[config.mk]
export PLATFORM = sky130hd
export DESIGN_NAME = constant_modulo_magic_finder_unit
export DESIGN_NICKNAME = d
export VERILOG_FILES = /design/src/hdl/cmmf_pkg.sv /design/src/hdl/constant_modulo_magic_finder_unit.sv /design/src/hdl/cmmf_moddbl.sv
export SDC_FILE = /design/constraint.sdc
export NUM_CORES = 1
export LEC_CHECK = 0
export BUFFER_PORTS_ARGS = -buffer_cell sky130_fd_sc_hd__buf_2
export CORE_UTILIZATION = 56
export DETAILED_ROUTE_END_ITERATION = 10
export MAX_ROUTING_LAYER = met4
export PLACE_DENSITY = 0.75
export REMOVE_ABC_BUFFERS = 1
export SLEW_MARGIN = 20
export SYNTH_ARGS = -nofsm -noshare
export SYNTH_HDL_FRONTEND = slang
export SYNTH_SLANG_ARGS = --single-unit
[constraint.sdc]
create_clock -name clk -period 5.65 [get_ports clk]
set_input_delay 0.565 -clock clk [delete_from_list [all_inputs] [get_ports clk]]
set_output_delay 0.565 -clock clk [all_outputs]
set_load 0.02 [all_outputs]
[src/hdl/cmmf_pkg.sv]
// Shared types and widths for the constant modulo magic finder.
package cmmf_pkg;

    localparam int DIV_W   = 32;
    localparam int SHIFT_W = 7;
    localparam int MULT_W  = 35;

    typedef logic [DIV_W-1:0]   div_t;
    typedef logic [DIV_W:0]     pow_t;
    typedef logic [SHIFT_W-1:0] shift_t;
    typedef logic [MULT_W-1:0]  mult_t;

    // Result of one modular doubling step and the search test.
    typedef struct packed {
        div_t resid_dbl;
        logic qbit;
        logic found;
    } step_t;

endpackage

[src/hdl/constant_modulo_magic_finder_unit.sv]
// Top level: finds shift and multiplier for divisionless modulo by a constant.
//
// One divisor word in, one result word out. The residue 2^j mod D is built by
// modular doubling, one step per cycle, from j = 0 up to N; the subtract
// decisions of that same chain are the bits of floor(2^N / D), so the quotient
// comes for free. The shift found is N = DIVIDEND_BITS + M, with M from 0 to
// 32; a divisor below 2 returns with bad_divisor set and zero fields. in_ready
// rises again together with out_valid, so with the single doubling unit the
// next divisor is not taken until the last result is in the output register.
// A finished result waits in an output register while the next divisor is
// accepted.
module constant_modulo_magic_finder_unit #(
    parameter int DIVIDEND_BITS = 32
) (
    input  logic                   clk,
    input  logic                   rst_n,
    input  logic                   in_valid,
    output logic                   in_ready,
    input  cmmf_pkg::div_t         divisor,
    output logic                   out_valid,
    input  logic                   out_ready,
    output cmmf_pkg::shift_t       shift_amount,
    output cmmf_pkg::mult_t        multiplier,
    output logic                   bad_divisor
);

    localparam logic [1:0] S_IDLE = 2'd0;
    localparam logic [1:0] S_RUN  = 2'd1;

    localparam cmmf_pkg::shift_t PRE_STEPS = cmmf_pkg::shift_t'(DIVIDEND_BITS);

    logic [1:0]        state_reg, state_next;
    cmmf_pkg::div_t    d_reg, d_next;
    logic              bad_reg, bad_next;
    cmmf_pkg::div_t    r_reg, r_next;
    cmmf_pkg::mult_t   q_reg, q_next;
    cmmf_pkg::pow_t    p_reg, p_next;
    cmmf_pkg::shift_t  cnt_reg, cnt_next;
    logic              ov_reg, ov_next;
    cmmf_pkg::shift_t  sh_reg, sh_next;
    cmmf_pkg::mult_t   mu_reg, mu_next;
    logic              bd_reg, bd_next;

    cmmf_pkg::step_t   step;
    logic              searching;
    logic              done;
    logic              slot_free;

    cmmf_moddbl u_moddbl (
        .resid   (r_reg),
        .divisor (d_reg),
        .pow     (p_reg),
        .step    (step)
    );

    assign in_ready     = (state_reg == S_IDLE);
    assign out_valid    = ov_reg;
    assign shift_amount = sh_reg;
    assign multiplier   = mu_reg;
    assign bad_divisor  = bd_reg;

    always_comb
    begin
        state_next = state_reg;
        d_next     = d_reg;
        bad_next   = bad_reg;
        r_next     = r_reg;
        q_next     = q_reg;
        p_next     = p_reg;
        cnt_next   = cnt_reg;
        ov_next    = ov_reg;
        sh_next    = sh_reg;
        mu_next    = mu_reg;
        bd_next    = bd_reg;

        searching = (cnt_reg >= PRE_STEPS);
        done      = bad_reg || (searching && step.found);
        slot_free = !ov_reg || out_ready;

        // drop the result once taken
        if (ov_reg && out_ready)
        begin
            ov_next = 1'b0;
        end

        case (state_reg)
            S_IDLE:
            begin
                if (in_valid)
                begin
                    d_next     = divisor;
                    bad_next   = (divisor < cmmf_pkg::div_t'(2));
                    r_next     = cmmf_pkg::div_t'(1);
                    q_next     = '0;
                    p_next     = cmmf_pkg::pow_t'(1);
                    cnt_next   = '0;
                    state_next = S_RUN;
                end
            end
            S_RUN:
            begin
                if (done)
                begin
                    // hold until the output register is free
                    if (slot_free)
                    begin
                        ov_next    = 1'b1;
                        bd_next    = bad_reg;
                        sh_next    = bad_reg ? '0 : cnt_reg;
                        mu_next    = bad_reg ? '0 : q_reg + cmmf_pkg::mult_t'(1);
                        state_next = S_IDLE;
                    end
                end
                else
                begin
                    // advance one doubling; the subtract decision is a quotient bit
                    r_next   = step.resid_dbl;
                    q_next   = {q_reg[cmmf_pkg::MULT_W-2:0], step.qbit};
                    cnt_next = cnt_reg + cmmf_pkg::shift_t'(1);
                    if (searching)
                    begin
                        p_next = {p_reg[cmmf_pkg::DIV_W-1:0], 1'b0};
                    end
                end
            end
            default:
            begin
                state_next = S_IDLE;
            end
        endcase
    end

    always_ff @(posedge clk or negedge rst_n)
    begin
        if (!rst_n)
        begin
            state_reg <= S_IDLE;
            ov_reg    <= 1'b0;
        end
        else
        begin
            state_reg <= state_next;
            ov_reg    <= ov_next;
        end
    end

    always_ff @(posedge clk)
    begin
        d_reg   <= d_next;
        bad_reg <= bad_next;
        r_reg   <= r_next;
        q_reg   <= q_next;
        p_reg   <= p_next;
        cnt_reg <= cnt_next;
        sh_reg  <= sh_next;
        mu_reg  <= mu_next;
        bd_reg  <= bd_next;
    end

endmodule

[src/hdl/cmmf_moddbl.sv]
// One modular doubling step of the residue and the search stop test.
module cmmf_moddbl (
    input  cmmf_pkg::div_t  resid,
    input  cmmf_pkg::div_t  divisor,
    input  cmmf_pkg::pow_t  pow,
    output cmmf_pkg::step_t step
);

    logic [cmmf_pkg::DIV_W:0] dbl;
    logic [cmmf_pkg::DIV_W:0] dbl_sub;
    logic [cmmf_pkg::DIV_W:0] sum;

    always_comb
    begin
        // resid < divisor, so one compare and subtract reduces 2*resid
        dbl     = {resid, 1'b0};
        dbl_sub = dbl - {1'b0, divisor};
        sum     = {1'b0, resid} + pow;

        step.qbit      = (dbl >= {1'b0, divisor});
        step.resid_dbl = step.qbit ? dbl_sub[cmmf_pkg::DIV_W-1:0]
                                   : dbl[cmmf_pkg::DIV_W-1:0];
        // stop once divisor <= residue + 2^m
        step.found     = ({1'b0, divisor} <= sum);
    end

endmodule

==> results.sh <==
export IMPL_crit_path_cell_trace="ha_1 > inv_1 > fa_1 > nor2b_1 > o21ai_1 > a21oi_1 > o41a_1 > a2111o_1 > a21oi_1 > xor2_1 > ha_1 > a21o_1 > a21o_1 > a2111oi_0 > o311ai_1 > o41ai_1 > buf_4 > a32oi_1 > a21bo_2 > buf_12"
export IMPL_final_setup_viol_count=0
export IMPL_fin_worst_skew_ps=13.5
export IMPL_antenna_found_initial=0
export IMPL_cts_buffers=17
export IMPL_regToRegEndpoint="multiplier[0]"
export IMPL_diodes=0
export IMPL_crit_arrival_ps=5400
export IMPL_synthCells=1095
export IMPL_place_congestion=0.950
export IMPL_layout_nets=1313
export IMPL_slew_violations=0
export IMPL_synth_top_cell_area_share=0.469
export IMPL_path_max_fanout=44
export IMPL_cts_num_sinks=185
export IMPL_drtIter0Drc=581
export IMPL_syn2layout_area_growth_pct=11.4
export IMPL_clock_root_buffer="clkbuf_16"
export IMPL_setup_tns_ps=0
export IMPL_route_vias_total=8529
export IMPL_crit_family="compound AO/OA/AOI/OAI gates"
export IMPL_synth_seq_cells=185
export IMPL_async_flop_share=0.0108
export IMPL_period_needed_ps=5270
export IMPL_synthTopCellsByArea="edfxtp_1 (47%), ha_1 (11%), xor2_1 (3.8%)"
export IMPL_critPathKind="reg -> reg"
export IMPL_status="completed"
export IMPL_routed_via_density=5.85
export IMPL_postRouteAntennaNets=0
export IMPL_die_h_um=147
export IMPL_start_kind="flop"
export IMPL_slew_limit_headroom=0.320
export IMPL_slowest_stage="a2111oi_0"
export IMPL_cts_setup_buffers=0
export IMPL_cp_end_kind="flop"
export IMPL_r2r_setup_slack_ps=380
export IMPL_drive_above_1_share=0.128
export IMPL_core_area_um2=20400
export IMPL_fmax_mhz=190
export IMPL_dpl_hpwl_um=19200
export IMPL_ys_flop_type="edfxtp_1"
export IMPL_yosysWarningCount=0
export IMPL_cp_endpoint="multiplier[0]"
export IMPL_fin_crit_sh=0.932
export IMPL_clock_path_buffers=2
export IMPL_cap_violations=0
export IMPL_rows=52
export IMPL_clk_pin_slew_worst_paths_ps=80
export IMPL_stdcell_count=1458
export IMPL_h_tree_depth=4
export IMPL_crit_required_ps=5780
export IMPL_grt_setup_unrepaired="false"
export IMPL_finalHoldViolCount=0
export IMPL_grt_overflow=0
export IMPL_synth_edff_count=183
export IMPL_dp_cells=1426
export IMPL_critPathBufInv=3
export IMPL_dr_pass1_iters=6
export IMPL_hold_class="in -> reg"
export IMPL_postSynthAreaPerCell_um2=10.7
export IMPL_startpoint="r_reg[0]"
export IMPL_netlist_cell_type_count=75
export IMPL_drc=0
export IMPL_wl_um=25600
export IMPL_cp_slowest_stage_delay_ps=470
export IMPL_io_pins=81
export IMPL_clk_latency_ps=440
export IMPL_synth_largest_area_cell="edfxtp_1"
export IMPL_grt_pass1_wl_um=42000
export IMPL_cts_tree="done"
export IMPL_ys_top_cells_by_count="edfxtp_1 (183), nor2_1 (116), ha_1 (99)"
export IMPL_fp_dieW_um=147
export IMPL_yosysSeqAreaShare=0.473
export IMPL_worstMarginPinSlew_ps=1010
export IMPL_syn_area_um2=11700
export IMPL_start_util=0.576
export IMPL_worstReg2RegStart="r_reg[0]"
export IMPL_yosysMostFrequentCell="edfxtp_1"
export IMPL_grt_use_total=0.259
export IMPL_port_buffers=80
export IMPL_die_area_um2=21500
export IMPL_cp_num_cells=20
export IMPL_wl_per_cell_um=17.6
export IMPL_rr_worst_depth=20
export IMPL_grt_pass1_vias=8178
export IMPL_grt_max_degree=53
## worst reg2reg max path, stage by stage (launching register included)
cell	delay [ps]
edfxtp_1	430
ha_1	240
inv_1	70
fa_1	200
nor2b_1	60
o21ai_1	170
a21oi_1	130
o41a_1	460
a2111o_1	440
a21oi_1	180
xor2_1	180
ha_1	280
a21o_1	170
a21o_1	170
a2111oi_0	470
o311ai_1	210
o41ai_1	370
buf_4	180
a32oi_1	50
a21bo_2	250
buf_12	220
## worst min-delay path by stage
stage | startpoint | endpoint | slack, ps | cells after the start
6_report | divisor[0] | d_reg[0] | 300 | 1
5_1_grt | divisor[0] | d_reg[0] | 290 | 1
4_1_cts | divisor[0] | d_reg[0] | 290 | 1
3_5_place_dp | rst_n | out_valid | 360 | 1
3_3_place_gp | rst_n | out_valid | 360 | 1
2_1_floorplan | rst_n | out_valid | 270 | 0
## metal layers
layer  wire length, µm  vias up  share of wire  global-route usage
met5                 0        -              0                   -
met4               564        0          0.022              0.0885
met3              1140       47          0.044              0.0345
met2             11500      248           0.45               0.392
met1             12400     4035           0.48               0.358
li1                  -     4199              -                   -
## cell usage in the layout, fill, tap and decap left out, types with 18 or more instances in the layout
| cell | n |
|---|---|
| a21o_1 | 37 |
| a21oi_1 | 56 |
| and2_1 | 69 |
| and3_1 | 19 |
| buf_2 | 80 |
| edfxtp_1 | 183 |
| ha_1 | 99 |
| inv_1 | 49 |
| mux2i_1 | 23 |
| nand2_1 | 59 |
| nand3_1 | 33 |
| nor2_1 | 116 |
| nor3_1 | 18 |
| o21ai_0 | 39 |
| xnor2_1 | 37 |
| xor2_1 | 51 |
## per-stage QoR
stage	setup slack (ps)	util	instance area (µm²)	hold slack, ps
6_report	384	0.641	13100	303
5_1_grt	8.11	0.641	13100	293
4_1_cts	206	0.641	13100	290
3_5_place_dp	207	0.611	12400	357
3_3_place_gp	341	0.611	12400	359
2_1_floorplan	362	-	11600	269
## cell families after synthesis
family / after synthesis / synth area share
AO/OA/AOI/OAI: 231 / 0.138
AND/OR/NAND/NOR: 387 / 0.165
multiplexers: 24 / 0.0209
buffers and inverters: 79 / 0.0284
flip-flops: 185 / 0.473
XOR/XNOR: 88 / 0.0657
adder cells (fa/ha/maj): 101 / 0.109
## timing repair
action                                  CTS  global route
hold buffers                              1             0
endpoints found under the setup margin    0           131
hold endpoints to repair                  2             0
resized for setup                         0             2
## cell type report
| cell class | instances | area (µm²) |
|---|---|---|
| Tap cell | 270 | 338 |
| Clock buffer | 17 | 425 |
| Timing Repair Buffer | 91 | 514 |
| Fill cell | 1610 | 7310 |
| Sequential cell | 185 | 5550 |
| Inverter | 50 | 188 |
| Clock inverter | 14 | 181 |
| Multi-Input combinational cell | 831 | 5870 |
Power is left out: the tool's default activity adds up to more than one toggle a clock period on the data nets, which glitch-free logic cannot reach.
